`src/spf_pkg.sv`:
```
// ----------------------------------------------------------------------------
// spf_pkg
// Types and codes of the peer-session state machine.
// ----------------------------------------------------------------------------
package spf_pkg;

   localparam int EV_W    = 4;
   localparam int ST_W    = 3;
   localparam int CMD_W   = 2;
   localparam int LOAD_W  = 26;
   localparam int SEC_W   = 16;
   localparam int VER_W   = 8;
   localparam int CODE_W  = 2;
   localparam int ADDR_W  = 2;
   localparam int REQ_DW  = 16;
   localparam int RSP_DW  = 104;

   localparam logic [LOAD_W-1:0] MS_PER_SEC = LOAD_W'(1000);

   // Register indexes
   localparam logic [ADDR_W-1:0] REG_RETRY     = 2'd0;
   localparam logic [ADDR_W-1:0] REG_KEEPALIVE = 2'd1;
   localparam logic [ADDR_W-1:0] REG_HOLD      = 2'd2;
   localparam logic [ADDR_W-1:0] REG_VERSION   = 2'd3;

   localparam logic [LOAD_W-1:0] RETRY_LOAD_RST     = LOAD_W'(30) * MS_PER_SEC;
   localparam logic [LOAD_W-1:0] KEEPALIVE_LOAD_RST = LOAD_W'(30) * MS_PER_SEC;
   localparam logic [LOAD_W-1:0] HOLD_LOAD_RST      = LOAD_W'(90) * MS_PER_SEC;
   localparam logic [VER_W-1:0]  VERSION_RST        = 8'd1;

   // Session states
   localparam logic [ST_W-1:0] PS_IDLE         = 3'd0;
   localparam logic [ST_W-1:0] PS_CONNECT      = 3'd1;
   localparam logic [ST_W-1:0] PS_ACTIVE       = 3'd2;
   localparam logic [ST_W-1:0] PS_OPEN_SENT    = 3'd3;
   localparam logic [ST_W-1:0] PS_OPEN_CONFIRM = 3'd4;
   localparam logic [ST_W-1:0] PS_ESTABLISHED  = 3'd5;

   // Events
   localparam logic [EV_W-1:0] EV_START         = 4'd0;
   localparam logic [EV_W-1:0] EV_STOP          = 4'd1;
   localparam logic [EV_W-1:0] EV_CONN_OPEN     = 4'd2;
   localparam logic [EV_W-1:0] EV_OPEN_FAILED   = 4'd3;
   localparam logic [EV_W-1:0] EV_CLOSED        = 4'd4;
   localparam logic [EV_W-1:0] EV_TRANSPORT_ERR = 4'd5;
   localparam logic [EV_W-1:0] EV_RETRY_EXP     = 4'd6;
   localparam logic [EV_W-1:0] EV_KA_EXP        = 4'd7;
   localparam logic [EV_W-1:0] EV_RX_OPEN       = 4'd8;
   localparam logic [EV_W-1:0] EV_RX_KA         = 4'd9;
   localparam logic [EV_W-1:0] EV_RX_UPDATE     = 4'd10;
   localparam logic [EV_W-1:0] EV_RX_NOTIFY     = 4'd11;

   // Transport commands
   localparam logic [CMD_W-1:0] TC_NONE       = 2'd0;
   localparam logic [CMD_W-1:0] TC_OPEN       = 2'd1;
   localparam logic [CMD_W-1:0] TC_RESET      = 2'd2;
   localparam logic [CMD_W-1:0] TC_RESET_OPEN = 2'd3;

   // Timer commands
   localparam logic [CMD_W-1:0] TM_NONE    = 2'd0;
   localparam logic [CMD_W-1:0] TM_START   = 2'd1;
   localparam logic [CMD_W-1:0] TM_RESTART = 2'd2;
   localparam logic [CMD_W-1:0] TM_CLEAR   = 2'd3;

   // Message kinds
   localparam logic [CMD_W-1:0] SK_NONE      = 2'd0;
   localparam logic [CMD_W-1:0] SK_OPEN      = 2'd1;
   localparam logic [CMD_W-1:0] SK_KEEPALIVE = 2'd2;
   localparam logic [CMD_W-1:0] SK_NOTIFY    = 2'd3;

   // Notification codes
   localparam logic [CODE_W-1:0] NC_CEASE    = 2'd0;
   localparam logic [CODE_W-1:0] NC_OPEN_ERR = 2'd1;
   localparam logic [CODE_W-1:0] NC_FSM_ERR  = 2'd2;

   typedef struct packed {
      logic [VER_W-1:0] peer_version;
      logic             msg_present;
      logic [EV_W-1:0]  event_req;
   } spf_req_type;

   typedef struct packed {
      logic [LOAD_W-1:0] retry_load_ms;
      logic [LOAD_W-1:0] keepalive_load_ms;
      logic [LOAD_W-1:0] hold_load_ms;
      logic [VER_W-1:0]  supported_version;
   } spf_cfg_type;

   typedef struct packed {
      logic [ST_W-1:0]   new_state;
      logic [CMD_W-1:0]  transport_cmd;
      logic [CMD_W-1:0]  retry_timer_cmd;
      logic [CMD_W-1:0]  keepalive_timer_cmd;
      logic [CMD_W-1:0]  hold_timer_cmd;
      logic [LOAD_W-1:0] retry_load_ms;
      logic [LOAD_W-1:0] keepalive_load_ms;
      logic [LOAD_W-1:0] hold_load_ms;
      logic [CMD_W-1:0]  send_kind;
      logic [CODE_W-1:0] notify_code;
      logic              notify_subcode;
      logic [VER_W-1:0]  notify_data;
   } spf_rsp_type;

endpackage

```
`src/spf_csr.sv`:
```
// ----------------------------------------------------------------------------
// spf_csr
// Configuration registers; timer durations are kept already scaled to ms.
// ----------------------------------------------------------------------------
module spf_csr (
   input  logic                        clock,
   input  logic                        reset,
   input  logic                        csr_we,
   input  logic [spf_pkg::ADDR_W-1:0]  csr_addr,
   input  logic [spf_pkg::SEC_W-1:0]   csr_wdata,
   output spf_pkg::spf_cfg_type        cfg
);
   import spf_pkg::*;

   spf_cfg_type       cfg_ff;
   spf_cfg_type       cfg_in;
   logic [LOAD_W-1:0] wdata_ms;

   // Seconds to milliseconds once, at write time.
   assign wdata_ms = LOAD_W'(csr_wdata) * MS_PER_SEC;

   always_comb begin
      cfg_in = cfg_ff;
      if (csr_we) begin
         case (csr_addr)
            REG_RETRY:     cfg_in.retry_load_ms     = wdata_ms;
            REG_KEEPALIVE: cfg_in.keepalive_load_ms = wdata_ms;
            REG_HOLD:      cfg_in.hold_load_ms      = wdata_ms;
            REG_VERSION:   cfg_in.supported_version = csr_wdata[VER_W-1:0];
            default:       cfg_in = cfg_ff;
         endcase
      end
   end

   always_ff @(posedge clock) begin
      if (reset) begin
         cfg_ff.retry_load_ms     <= RETRY_LOAD_RST;
         cfg_ff.keepalive_load_ms <= KEEPALIVE_LOAD_RST;
         cfg_ff.hold_load_ms      <= HOLD_LOAD_RST;
         cfg_ff.supported_version <= VERSION_RST;
      end else begin
         cfg_ff <= cfg_in;
      end
   end

   assign cfg = cfg_ff;

endmodule

```
`src/spf_decode.sv`:
```
// ----------------------------------------------------------------------------
// spf_decode
// Decodes the current state and one event into next state and commands.
// ----------------------------------------------------------------------------
module spf_decode (
   input  logic [spf_pkg::ST_W-1:0] cur_state,
   input  spf_pkg::spf_req_type     req,
   input  spf_pkg::spf_cfg_type     cfg,
   output spf_pkg::spf_rsp_type     rsp
);
   import spf_pkg::*;

   logic [ST_W-1:0]   cur;
   logic [ST_W-1:0]   st;
   logic [CMD_W-1:0]  tc;
   logic [CMD_W-1:0]  rt;
   logic [CMD_W-1:0]  kt;
   logic [CMD_W-1:0]  ht;
   logic [CMD_W-1:0]  sk;
   logic [CODE_W-1:0] code;
   logic              sub;
   logic [VER_W-1:0]  data;
   logic              release_all;
   logic              notify;

   always_comb begin
      cur = (cur_state > PS_ESTABLISHED) ? PS_IDLE : cur_state;
      st = cur;
      tc = TC_NONE;
      rt = TM_NONE;
      kt = TM_NONE;
      ht = TM_NONE;
      sk = SK_NONE;
      code = NC_CEASE;
      sub = 1'b0;
      data = '0;
      release_all = 1'b0;
      notify = 1'b0;

      if (cur == PS_IDLE) begin
         if (req.event_req == EV_START) begin
            tc = TC_OPEN;
            rt = TM_START;
            st = PS_CONNECT;
         end else if (req.event_req == EV_TRANSPORT_ERR) begin
            release_all = 1'b1;
         end
      end else if (req.event_req == EV_START) begin
         // Start is ignored once the session is running.
      end else if (req.event_req == EV_TRANSPORT_ERR) begin
         release_all = 1'b1;
      end else if (cur == PS_CONNECT || cur == PS_ACTIVE) begin
         case (req.event_req)
            EV_CONN_OPEN: begin
               rt = TM_CLEAR;
               sk = SK_OPEN;
               kt = TM_START;
               ht = TM_START;
               st = PS_OPEN_SENT;
            end
            EV_OPEN_FAILED: begin
               tc = TC_RESET;
               rt = TM_RESTART;
               st = PS_ACTIVE;
            end
            EV_RETRY_EXP: begin
               tc = TC_RESET_OPEN;
               rt = TM_RESTART;
               st = PS_CONNECT;
            end
            default: notify = 1'b1;
         endcase
      end else if (cur == PS_OPEN_SENT) begin
         if (req.event_req == EV_CLOSED) begin
            tc = TC_RESET;
            rt = TM_RESTART;
            st = PS_ACTIVE;
         end else if (req.event_req == EV_RX_OPEN) begin
            if (!req.msg_present) begin
               notify = 1'b1;
            end else if (req.peer_version > cfg.supported_version) begin
               notify = 1'b1;
               code = NC_OPEN_ERR;
               sub = 1'b1;
               data = cfg.supported_version;
            end else begin
               sk = SK_KEEPALIVE;
               st = PS_OPEN_CONFIRM;
            end
         end else begin
            notify = 1'b1;
         end
      end else begin
         // OpenConfirm and Established share most of their handling.
         case (req.event_req)
            EV_CLOSED, EV_RX_NOTIFY: release_all = 1'b1;
            EV_KA_EXP: begin
               sk = SK_KEEPALIVE;
               kt = TM_RESTART;
            end
            EV_RX_KA: begin
               ht = TM_RESTART;
               st = PS_ESTABLISHED;
            end
            EV_RX_UPDATE: begin
               if (cur == PS_OPEN_CONFIRM) begin
                  notify = 1'b1;
               end else if (!req.msg_present) begin
                  release_all = 1'b1;
               end
            end
            EV_STOP: notify = 1'b1;
            default: begin
               notify = 1'b1;
               if (cur == PS_ESTABLISHED) begin
                  code = NC_FSM_ERR;
               end
            end
         endcase
      end

      if (notify) begin
         sk = SK_NOTIFY;
         release_all = 1'b1;
      end
      if (release_all) begin
         tc = TC_RESET;
         rt = TM_CLEAR;
         kt = TM_CLEAR;
         ht = TM_CLEAR;
         st = PS_IDLE;
      end
   end

   always_comb begin
      rsp.new_state           = st;
      rsp.transport_cmd       = tc;
      rsp.retry_timer_cmd     = rt;
      rsp.keepalive_timer_cmd = kt;
      rsp.hold_timer_cmd      = ht;
      rsp.retry_load_ms       = (rt == TM_START || rt == TM_RESTART) ?
                                cfg.retry_load_ms : '0;
      rsp.keepalive_load_ms   = (kt == TM_START || kt == TM_RESTART) ?
                                cfg.keepalive_load_ms : '0;
      rsp.hold_load_ms        = (ht == TM_START || ht == TM_RESTART) ?
                                cfg.hold_load_ms : '0;
      rsp.send_kind           = sk;
      rsp.notify_code         = (sk == SK_NOTIFY) ? code : NC_CEASE;
      rsp.notify_subcode      = (sk == SK_NOTIFY) ? sub : 1'b0;
      rsp.notify_data         = (sk == SK_NOTIFY) ? data : '0;
   end

endmodule

```
`src/session_peer_fsm.sv`:
```
// ----------------------------------------------------------------------------
// session_peer_fsm
// Six-state peer-session machine turning events into transport, timer and
// message commands.
// ----------------------------------------------------------------------------
// Usage:
// Each request on the req_ stream carries one event, the message-present
// flag and the peer version byte. Every request yields exactly one response
// on the rsp_ stream with the next state, the transport command, the three
// timer commands with their millisecond loads and the message to send.
// An accepted request is held in the input register, and its response is
// captured in the result register, which drives rsp_tvalid and rsp_tdata.
// Throughput is one request per cycle while the receiver does not stall;
// the session state is updated as a request moves to the result register,
// so the next request sees it at once. When the receiver stalls, the result
// register holds its response and the input register can still take one
// more request; req_tready drops only when both are full. Reset clears both
// valid flags, returns the session to Idle and reloads the configuration
// defaults (30 s retry, 30 s keepalive, 90 s hold, version 1). csr_ writes
// take effect on the next cycle and must be made only while the block is
// idle; the block itself does not enforce this.
// ----------------------------------------------------------------------------
module session_peer_fsm (
   input  logic                        clock,
   input  logic                        reset,
   // event_req[3:0], msg_present[4], peer_version[12:5], zero pad[15:13]
   input  logic [spf_pkg::REQ_DW-1:0]  req_tdata,
   input  logic                        req_tvalid,
   output logic                        req_tready,
   // new_state[2:0], transport_cmd[4:3], retry_timer_cmd[6:5],
   // keepalive_timer_cmd[8:7], hold_timer_cmd[10:9], retry_load_ms[36:11],
   // keepalive_load_ms[62:37], hold_load_ms[88:63], send_kind[90:89],
   // notify_code[92:91], notify_subcode[93], notify_data[101:94],
   // zero pad[103:102]
   output logic [spf_pkg::RSP_DW-1:0]  rsp_tdata,
   output logic                        rsp_tvalid,
   input  logic                        rsp_tready,
   input  logic                        csr_we,
   input  logic [spf_pkg::ADDR_W-1:0]  csr_addr,
   input  logic [spf_pkg::SEC_W-1:0]   csr_wdata
);
   import spf_pkg::*;

   spf_cfg_type     cfg;
   spf_req_type     req_ff;
   logic            req_valid_ff;
   logic [ST_W-1:0] state_ff;
   spf_rsp_type     dec_rsp;
   spf_rsp_type     rsp_ff;
   logic            rsp_valid_ff;
   logic            advance;

   spf_csr u_csr (
      .clock     (clock),
      .reset     (reset),
      .csr_we    (csr_we),
      .csr_addr  (csr_addr),
      .csr_wdata (csr_wdata),
      .cfg       (cfg)
   );

   spf_decode u_decode (
      .cur_state (state_ff),
      .req       (req_ff),
      .cfg       (cfg),
      .rsp       (dec_rsp)
   );

   assign advance    = req_valid_ff && (!rsp_valid_ff || rsp_tready);
   assign req_tready = !req_valid_ff || advance;

   always_ff @(posedge clock) begin
      if (reset) begin
         req_valid_ff <= 1'b0;
         rsp_valid_ff <= 1'b0;
         state_ff     <= PS_IDLE;
      end else begin
         if (req_tready) begin
            req_valid_ff <= req_tvalid;
         end
         if (advance) begin
            rsp_valid_ff <= 1'b1;
            state_ff     <= dec_rsp.new_state;
         end else if (rsp_tready) begin
            rsp_valid_ff <= 1'b0;
         end
      end
   end

   always_ff @(posedge clock) begin
      if (req_tvalid && req_tready) begin
         req_ff.event_req    <= req_tdata[3:0];
         req_ff.msg_present  <= req_tdata[4];
         req_ff.peer_version <= req_tdata[12:5];
      end
      if (advance) begin
         rsp_ff <= dec_rsp;
      end
   end

   assign rsp_tvalid = rsp_valid_ff;
   assign rsp_tdata  = {2'b00,
                        rsp_ff.notify_data,
                        rsp_ff.notify_subcode,
                        rsp_ff.notify_code,
                        rsp_ff.send_kind,
                        rsp_ff.hold_load_ms,
                        rsp_ff.keepalive_load_ms,
                        rsp_ff.retry_load_ms,
                        rsp_ff.hold_timer_cmd,
                        rsp_ff.keepalive_timer_cmd,
                        rsp_ff.retry_timer_cmd,
                        rsp_ff.transport_cmd,
                        rsp_ff.new_state};

endmodule

```
`config.mk`:
```
export PLATFORM = sky130hd
export DESIGN_NAME = session_peer_fsm
export DESIGN_NICKNAME = d
export VERILOG_FILES = /design/src/spf_pkg.sv /design/src/spf_csr.sv /design/src/spf_decode.sv /design/src/session_peer_fsm.sv
export SDC_FILE = /design/constraint.sdc
export NUM_CORES = 1
export LEC_CHECK = 0
export BUFFER_PORTS_ARGS = -buffer_cell sky130_fd_sc_hd__buf_4
export CAP_MARGIN = 20
export CORE_AREA = 5 5 143 145
export CTS_BUF_LIST = sky130_fd_sc_hd__clkbuf_16
export DETAILED_ROUTE_END_ITERATION = 10
export DIE_AREA = 0 0 148 150
export GPL_TIMING_DRIVEN = 0
export PLACE_DENSITY = 0.76
export SETUP_SLACK_MARGIN = 0.2
export SYNTH_ARGS = -nofsm -noshare
export SYNTH_HDL_FRONTEND = slang
export SYNTH_SLANG_ARGS = --single-unit
```
`constraint.sdc`:
```
create_clock -name clock -period 6.21 [get_ports clock]
set_clock_uncertainty 0.15 [all_clocks]
set_input_delay 0.9315 -clock clock [delete_from_list [all_inputs] [get_ports clock]]
set_output_delay 0.9315 -clock clock [all_outputs]
set_load 0.02 [all_outputs]
```
==> reports/qor.txt, run 1 <==
Least-Margin Pin Slew - 0.727 ns
Syn Inst Count - 984
Worst-path clk slew - 0.07 ns
Crit end category - flop
Die footprint - 0.0222 mm2
Crit share post-route - 0.862
EDFF count, synth - 105
Average cell area after synthesis - 10.5 um2
Max-slew violation count - 0
Clk sinks - 187
Cell taking the most area after synthesis - edfxtp_1
Post-synth top flop - edfxtp_1
Fillers - 1,541
Post_cts resized - 0
Area grow syn2layout - 18.5%
Met2 wire length - 11.1 mm
Clock buffer depth - 2
Rows - 51
Dpl ws - 0.452 ns
Largest net degree at the start of global routing - 52
Final Hold Vio Count - 0
Initial Utilization - 0.539
Skew-Pair Late Insertion Delay - 0.43 ns
DR DRC count - 0
CTS tree - done
Setup Buffers After CTS - 0
HPWL after DPL - 17.8 mm
Multi-input gate area - 0.00489 mm2
Final ANT Viol Nets - 0
IO buf count - 129
CTS Root Cell - clkbuf_16
Drt pass-1 iters - 5
Routability Congestion - 0.899
Share of cells above drive strength 1 - 0.178
Post-synthesis register bit count - 187
Gr usage total - 0.209
Met3 wire length - 1.30 mm
Post-CTS Hold Fix Bufs - 0
WHS - 0.302 ns
WP data arrival - 5.48 ns
PwrDens - 354 mW/mm2
CTS buffer count - 17
Die Ht - 150 um
Final WL - 22.7 mm
H-tree lvl count - 4
Status - finished, final reports clean
Critical Path Fanout Max - 5
Worst hold path type - flop to flop
Max-slew headroom - 0.514
Final Util - 0.639
WP data required - 6.34 ns
Critical path launch point type - input pin
Min Tclk post-route - 5.36 ns
FMAX - 187 MHz
Final #Nets - 1,298
Design area - 0.0122 mm2
Worst vdd rail ir drop - 0.233 mV
Sequential share of the synthesized area - 0.466
Top cell type's share of synthesized area - 0.306
Top Metal Used - met4
Mapped Area - 0.0103 mm2
FF/Latch Area - 0.00479 mm2
Die X - 148 um
Unique masters post-synth - 69
Iteration-0 DRC Markers - 561
Top cells by area, synth - edfxtp_1 31%, dfxtp_1 16%, fa_1 11%
Ports - 145
N_diodes - 0
Area post-placement - 0.0116 mm2
Leak Pwr - 5.36 nW
Remaining Overflow, GRT - 0
Most frequent cell after synthesis - nand2_1
Top cells by count, synth - 127 x nand2_1, 105 x edfxtp_1, 96 x inv_1
WS Path Type - input pin to flop
Max Cap Viol - 0
Via-per-instance ratio - 5.34
Setup ws final - 0.855 ns
Core area - 0.0191 mm2
Synth warn - 0
Setup TNS - 0 ns
Vias in the first global route - 7,253
Wire length per cell - 16.3 um
Asr flop ratio synth - 0
Final setup fails - 0
RSZ-0062 raised after global routing - false
Vias - 7,443
Antenna violations before repair - 0
First-pass GRT wire length - 36.7 mm
Met1 Wirelength - 10.0 mm
==> cell usage in the layout (no fill, tap or decap), drive strengths merged, types with 10 or more instances in the layout <==
master and n:
nand3 22, nor3 10, o211ai 17, clkbuf 45
nor2b 10, xor2 11, dfxtp 82, and2 82
o21ai 30, nor2 37, ha 61, fa 54
nand2 128, edfxtp 105, nand2b 12, a21oi 79
conb 11, inv 106, buf 158
==> area by class of cell <==
type                            instances  share of cell area
Buffer                                 55              0.0232
Inverter                               96              0.0298
Clock buffer                           17              0.0349
Clock inverter                         15              0.0111
Sequential cell                       187               0.393
Timing Repair Buffer                  131              0.0823
Multi-Input combinational cell        656               0.401
Tap cell                              238              0.0244
==> flip-flops by register name, summed over array words and instances, names as in the netlist <==
register	cells
req_valid_ff	1
state_ff	3
u_csr.cfg	77
req_ff	13
rsp_tvalid	1
rsp_tdata	92
==> logic make-up after synthesis <==
group | count (synthesis) | synth area share
compound gates | 176 | 0.111
xor+xnor | 19 | 0.0162
fa+ha+maj | 115 | 0.179
buf+inv | 151 | 0.0625
flops | 187 | 0.466
mux | 5 | 0.00499
other cells | 1 | 0.000365
simple gates | 330 | 0.160
==> final timing paths <==
kind / depth (start not counted) / end / slack (ns) / from
hold reg to reg: 2 / u_csr.cfg[71] / 0.30 / u_csr.cfg[71]
hold / removal: 2 / u_csr.cfg[71] / 0.30 / u_csr.cfg[71]
setup reg to reg: 8 / rsp_tdata[0] / 3.59 / req_ff[0]
setup / recovery: 15 / u_csr.cfg[32] / 0.85 / csr_wdata[1]
==> stage by stage <==
| step | power, mW | std cells |
|---|---|---|
| 6_report | 4.31 | 1395 |
| 5_1_grt | 4.61 | 1395 |
| 4_1_cts | 4.31 | 1395 |
| 3_5_place_dp | 3.29 | 1363 |
| 3_3_place_gp | 3.26 | 1361 |
| 2_1_floorplan | 2.79 | 994 |
==> layer usage <==
layer | up-vias | global-route usage
li1 | 3632 | -
met1 | 3580 | 0.284
met2 | 208 | 0.348
met3 | 23 | 0.0379
met4 | 0 | 0.0545
met5 | - | 0
==> power breakdown <==
group	switching, mW	internal (mW)	total, mW
registers	0.0441	1.40	1.45
logic	1.17	0.675	1.84
clock network	0.496	0.530	1.03
total	1.71	2.61	4.31
==> critical path, stage by stage <==
cell and delay, ns:
buf_4 0.14, inv_1 0.21, fa_1 0.46, fa_1 0.49
fa_1 0.51, inv_1 0.05, fa_1 0.46, ha_1 0.38
a211oi_1 0.34, o21ai_1 0.19, a32oi_1 0.34, o21ai_2 0.13
nor4b_1 0.16, nor3_1 0.52, a211oi_1 0.16
Power figures use the tool's default switching activity.
==> run 2: changes to the inputs <==
--- a/config.mk
+++ b/config.mk
@@ -8,11 +8,10 @@
 export BUFFER_PORTS_ARGS = -buffer_cell sky130_fd_sc_hd__buf_4
 export CAP_MARGIN = 20
 export CORE_AREA = 5 5 143 145
-export CTS_BUF_LIST = sky130_fd_sc_hd__clkbuf_16
 export DETAILED_ROUTE_END_ITERATION = 10
 export DIE_AREA = 0 0 148 150
 export GPL_TIMING_DRIVEN = 0
-export PLACE_DENSITY = 0.76
+export PLACE_DENSITY = 0.77
 export SETUP_SLACK_MARGIN = 0.2
 export SYNTH_ARGS = -nofsm -noshare
 export SYNTH_HDL_FRONTEND = slang
==> constraint.sdc (replaced) <==
create_clock -name clock -period 6.21 [get_ports clock]
set_clock_uncertainty 0.15 [all_clocks]
set_input_delay 0.621 -clock clock [delete_from_list [all_inputs] [get_ports clock]]
set_output_delay 0.621 -clock clock [all_outputs]
set_load 0.02 [all_outputs]
==> reports/qor.txt, run 2 (same netlist as run 1, synthesis figures left out) <==
Skew-Pair Late Insertion Delay - 0.42 ns (was 0.43 ns)
Setup TNS - 0 ns (unchanged)
Antenna violations before repair - 2 (was 0)
N_diodes - 0 (unchanged)
Clock power frac - 0.235 (was 0.238)
Max Cap Viol - 0 (unchanged)
R2R cell count - 8 (unchanged)
Critical Path Fanout Max - 6 (was 5)
Area grow syn2layout - 18.5% (about the same)
Wire length per cell - 16.3 um (about the same)
Rows - 51 (unchanged)
Vias - 7,349 (was 7,443)
HPWL after DPL - 18.1 mm (was 17.8 mm)
Routability Congestion - 0.874 (was 0.899)
Worst hold path type - input pin to flop (was flop to flop)
H-tree lvl count - 4 (unchanged)
WP data required - 6.34 ns (about the same)
Largest register FFs - 92 (unchanged)
Min-Delay Path Depth - 1 (was 2)
Hold EP - req_ff[9] (was u_csr.cfg[71])
Final ANT Viol Nets - 0 (unchanged)
Remaining Overflow, GRT - 0 (unchanged)
Setup Buffers After CTS - 0 (unchanged)
First-pass GRT wire length - 37.0 mm (was 36.7 mm)
WS Path Type - input pin to flop (unchanged)
Die footprint - 0.0222 mm2 (unchanged)
Sequential power share - 0.336 (was 0.335)
Post_cts resized - 0 (unchanged)
IO buf count - 129 (unchanged)
CTS Root Cell - clkbuf_16 (unchanged)
Final WL - 22.7 mm (about the same)
CTS tree - done (unchanged)
Max-slew violation count - 0 (unchanged)
Commonest non-fill, non-tap cell in the layout - buf_4 (unchanged)
Vias in the first global route - 7,205 (was 7,253)
RSZ-0062 raised after global routing - false (unchanged)
Final Hold Vio Count - 0 (unchanged)
Leak Pwr - 5.35 nW (was 5.36 nW)
Die Ht - 150 um (unchanged)
Final #Nets - 1,298 (unchanged)
Least-Margin Pin Slew - 0.724 ns (was 0.727 ns)
Hold path startpoint - req_tdata[9] (was u_csr.cfg[71])
Largest net degree at the start of global routing - 65 (was 52)
Initial Utilization - 0.539 (unchanged)
Logic pwr share - 0.429 (was 0.427)
Worst vdd rail ir drop - 0.243 mV (was 0.233 mV)
Iteration-0 DRC Markers - 590 (was 561)
PwrDens - 354 mW/mm2 (about the same)
Final setup fails - 0 (unchanged)
Max-slew headroom - 0.516 (was 0.514)
Min Tclk post-route - 5.00 ns (was 5.36 ns)
Worst-path clk slew - 0.07 ns (about the same)
Pint - 2.61 mW (about the same)
WP data arrival - 5.13 ns (was 5.48 ns)
Clk sinks - 187 (unchanged)
Crit share post-route - 0.806 (was 0.862)
Switching share of total power - 0.395 (was 0.396)
Final Util - 0.639 (about the same)
Status - finished, final reports clean (unchanged)
Core area - 0.0191 mm2 (unchanged)
Clock buffer depth - 2 (unchanged)
Worst R2R Start - req_ff[0] (unchanged)
Gr usage total - 0.210 (was 0.209)
Via-per-instance ratio - 5.27 (was 5.34)
Share of cells above drive strength 1 - 0.178 (unchanged)
FMAX - 200 MHz (was 187 MHz)
CTS buffer count - 17 (unchanged)
Net Sw Power - 1.70 mW (was 1.71 mW)
Reg2reg end - rsp_tdata[0] (unchanged)
DR DRC count - 0 (unchanged)
Crit end category - flop (unchanged)
Drt pass-1 iters - 5 (unchanged)
Most frequent cells in the layout - 145 x buf_4, 127 x nand2_1, 105 x edfxtp_1, 95 x inv_1 (was 146 x buf_4, 127 x nand2_1, 105 x edfxtp_1, 97 x inv_1)
Die X - 148 um (unchanged)
Ports - 145 (unchanged)
Post-CTS Hold Fix Bufs - 0 (unchanged)
R2R Setup Slk - 3.46 ns (was 3.59 ns)
Critical path launch point type - input pin (unchanged)
-- run 2: how the worst max path moves through the flow --
stage,endpoint,from,cells past startpoint
final,u_csr.cfg[32],csr_wdata[6],15
after detailed placement,u_csr.cfg[32],csr_wdata[6],15
after CTS,u_csr.cfg[32],csr_wdata[6],15
after global routing,u_csr.cfg[32],csr_wdata[6],15
after global placement,u_csr.cfg[32],csr_wdata[1],15
after floorplan,u_csr.cfg[30],csr_wdata[6],14
-- run 2: critical path, stage by stage --
cell and delay [ns]:
buf_4 0.13, inv_1 0.22, fa_1 0.51, fa_1 0.54
fa_1 0.51, fa_1 0.52, inv_1 0.05, ha_1 0.37
and3_1 0.22, and2_1 0.19, a32oi_1 0.30, o21ai_2 0.13
nor4b_1 0.16, nor3_1 0.50, a211oi_1 0.15
-- run 2: metrics by stage --
step           power [mW]  std cells  setup slack [ns]  hold slack, ns  area, um2
3_5_place_dp         3.29       1363             0.754           0.291      11600
3_3_place_gp         3.24       1361             0.883           0.283      11600
5_1_grt              4.59       1395              1.03           0.204      12200
2_1_floorplan        2.79        994              1.50           0.277      10300
6_report             4.31       1395              1.21           0.219      12200
4_1_cts              4.30       1395              1.21           0.204      12200
-- run 2: power by group through the flow --
stage	combinational [mW]	sequential [mW]	clock, mW
after floorplan	1.30	1.48	0
after global placement	1.77	1.47	0
after detailed placement	1.82	1.47	0
after CTS	1.83	1.45	1.02
after global routing	2.05	1.46	1.08
final	1.85	1.45	1.01
-- run 2: per-layer routing --
layer	vias up	wire length [um]	track usage
li1	3624	-	-
met4	2	282	0.0462
met2	208	11100	0.348
met1	3497	10100	0.287
met3	18	1300	0.0421
met5	-	9	0
-- run 2: cell type report --
type / instances / area [um2]
fillers: 1559 / 6890
multi-input cells: 656 / 4890
flip-flops and latches: 187 / 4790
repair buffers: 131 / 1000
clock buffers: 18 / 429
inverters: 96 / 363
well taps: 238 / 298
plain buffers: 55 / 283
clock inverters: 14 / 130
==> run 3: changes to the inputs <==
==> constraint.sdc (replaced) <==
create_clock -name clock -period 4.8 [get_ports clock]
set_clock_uncertainty 0.15 [all_clocks]
set_input_delay 0.48 -clock clock [delete_from_list [all_inputs] [get_ports clock]]
set_output_delay 0.48 -clock clock [all_outputs]
set_load 0.02 [all_outputs]
==> reports/qor.txt, run 3 (same netlist as run 1, synthesis figures left out) <==
Final ANT Viol Nets - 0 (unchanged)
Worst vdd rail ir drop - 0.337 mV (was 0.243 mV)
Max stage delay on crit path - 0.54 ns (about the same)
Final setup fails - 0 (unchanged)
Most used cell, CP - fa_1 (unchanged)
Max-slew headroom - 0.525 (was 0.516)
HPWL after DPL - 18.1 mm (unchanged)
Clk sinks - 187 (unchanged)
Crit share post-route - 0.940
Family with the most delay on the worst path - adder cells (unchanged)
First-pass GRT wire length - 37.1 mm (was 37.0 mm)
Least-Margin Pin Slew - 0.711 ns (was 0.724 ns)
Critical Path Fanout Max - 6 (unchanged)
Die X - 148 um (unchanged)
Max Cap Viol - 0 (unchanged)
Largest net degree at the start of global routing - 65 (unchanged)
Most frequent cells in the layout - 153 x buf_4, 127 x nand2_1, 105 x edfxtp_1, 90 x inv_1, 82 x dfxtp_1 (was 145 x buf_4, 127 x nand2_1, 105 x edfxtp_1, 95 x inv_1)
Worst hold path type - input pin to flop (unchanged)
H-tree lvl count - 4 (unchanged)
WS Path Type - input pin to flop (unchanged)
Max-slew violation count - 0 (unchanged)
Via-per-instance ratio - 5.27 (about the same)
Vias in the first global route - 7,221 (was 7,205)
Area post-placement - 0.0116 mm2 (unchanged)
Fillers - 1,525 (was 1,559)
Slowest-stage cell, CP - fa_1 (unchanged)
PwrDens - 476 mW/mm2 (was 354 mW/mm2)
Final WL - 23.0 mm (was 22.7 mm)
Share of cells above drive strength 1 - 0.200 (was 0.178)
Iteration-0 DRC Markers - 523 (was 590)
CP Buf/Inv Count - 4 (was 3)
Rows - 51 (unchanged)
Gr usage total - 0.210 (about the same)
Area grow syn2layout - 20.5% (was 18.5%)
Min Tclk post-route - 4.51 ns
Setup ws final - 0.288 ns (was 1.21 ns)
Drt pass-1 iters - 5 (unchanged)
CTS buffer count - 17 (unchanged)
Clock buffer depth - 2 (unchanged)
Commonest non-fill, non-tap cell in the layout - buf_4 (unchanged)
Die footprint - 0.0222 mm2 (unchanged)
Remaining Overflow, GRT - 0 (unchanged)
Wire length per cell - 16.4 um (was 16.3 um)
Status - finished, final reports clean (unchanged)
Ports - 145 (unchanged)
Crit end category - flop (unchanged)
Critical path launch point type - input pin (unchanged)
Skew-Pair Late Insertion Delay - 0.42 ns (about the same)
Vias - 7,390 (was 7,349)
FMAX - 222 MHz
Worst-path clk slew - 0.07 ns (about the same)
Design area - 0.0124 mm2 (was 0.0122 mm2)
CTS tree - done (unchanged)
Final Hold Vio Count - 0 (unchanged)
DR DRC count - 0 (unchanged)
Largest register FFs - 92 (unchanged)
RSZ-0062 raised after global routing - true (was false)
Initial Utilization - 0.539 (unchanged)
Core area - 0.0191 mm2 (unchanged)
Routability Congestion - 0.874 (unchanged)
CTS Root Cell - clkbuf_16 (unchanged)
WP data required - 4.99 ns (was 6.34 ns)
Dpl ws - -0.515 ns (was 0.754 ns)
N_diodes - 0 (unchanged)
Final #Nets - 1,306 (was 1,298)
Die Ht - 150 um (unchanged)
Leak Pwr - 5.41 nW (was 5.35 nW)
IO buf count - 129 (unchanged)
Antenna violations before repair - 2 (unchanged)
WP data arrival - 4.70 ns (was 5.13 ns)
Final Power - 5.91 mW (was 4.31 mW)
Crit path cell chain - buf_4, clkinvlp_4, fa_1, fa_1, fa_1, fa_1, inv_1, ha_2, and3_1, and2_4, a32oi_2, o21ai_4, nor4b_4, nor3_2, buf_4, a211oi_1 (was buf_4, inv_1, fa_1, fa_1, fa_1, fa_1, inv_1, ha_1, and3_1, and2_1, a32oi_1, o21ai_2, nor4b_1, nor3_1, a211oi_1)
==> run 3: power by group <==
group	switching [mW]	total, mW	leakage (nW)	internal [mW]
Clock	0.630	1.31	0.266	0.683
Combinational	1.65	2.72	3.42	1.07
Sequential	0.0551	1.87	1.72	1.81
==> run 3: layout make-up <==
type	count	area (um2)	area share
buffer	55	283	0.0228
clock buffer	18	429	0.0346
clock inverter	14	130	0.0105
inverter	96	374	0.0302
multi-input combinational	656	5030	0.406
sequential	187	4790	0.387
tap	238	298	0.0240
timing repair buffer	139	1060	0.0856
==> run 3: layer usage <==
layer	wire length, um	vias up	track usage
li1	-	3640	-
met1	10100	3497	0.287
met2	11200	221	0.350
met3	1390	28	0.0421
met4	324	4	0.0462
met5	22	-	0
==> run 3: through the flow <==
| step | setup TNS [ns] | cells | util | hold WS (ns) |
|---|---|---|---|---|
| after global placement | -3.94 | 1361 | 0.608 | 0.283 |
| after global routing | 0 | 1403 | 0.650 | 0.0629 |
| after floorplan | 0 | 994 | - | 0.277 |
| after CTS | 0 | 1398 | 0.642 | 0.0632 |
| after detailed placement | -5.88 | 1363 | 0.609 | 0.291 |
| final | 0 | 1403 | 0.650 | 0.0768 |
==> run 3: worst paths after layout <==
check,startpoint,to,slack (ns),cells after the start
worst max-delay path,csr_wdata[6],u_csr.cfg[32],0.29,16
worst min-delay path,req_tdata[4],req_ff[4],0.08,1
worst max register to register,req_ff[0],rsp_tdata[0],2.06,8
worst min register to register,u_csr.cfg[23],u_csr.cfg[23],0.30,2
==> run 3: worst reg2reg max path, stage by stage, from the launching register on <==
cell      delay [ns]
edfxtp_1        0.42
buf_4           0.20
nor3_1          0.42
nand4_1         0.25
o21ba_2         0.31
o21a_1          0.18
o21ai_0         0.11
a31oi_1         0.37
nor2_1          0.09
==> run 3: repair_timing <==
| item | CTS | global route |
|---|---|---|
| setup buffers | 3 | 5 |
| hold buffers | 0 | 0 |
| pin swaps | 3 | 10 |
| setup endpoints to repair | 8 | 23 |
| hold endpoints to repair | 0 | 0 |
| resized for setup | 7 | 21 |
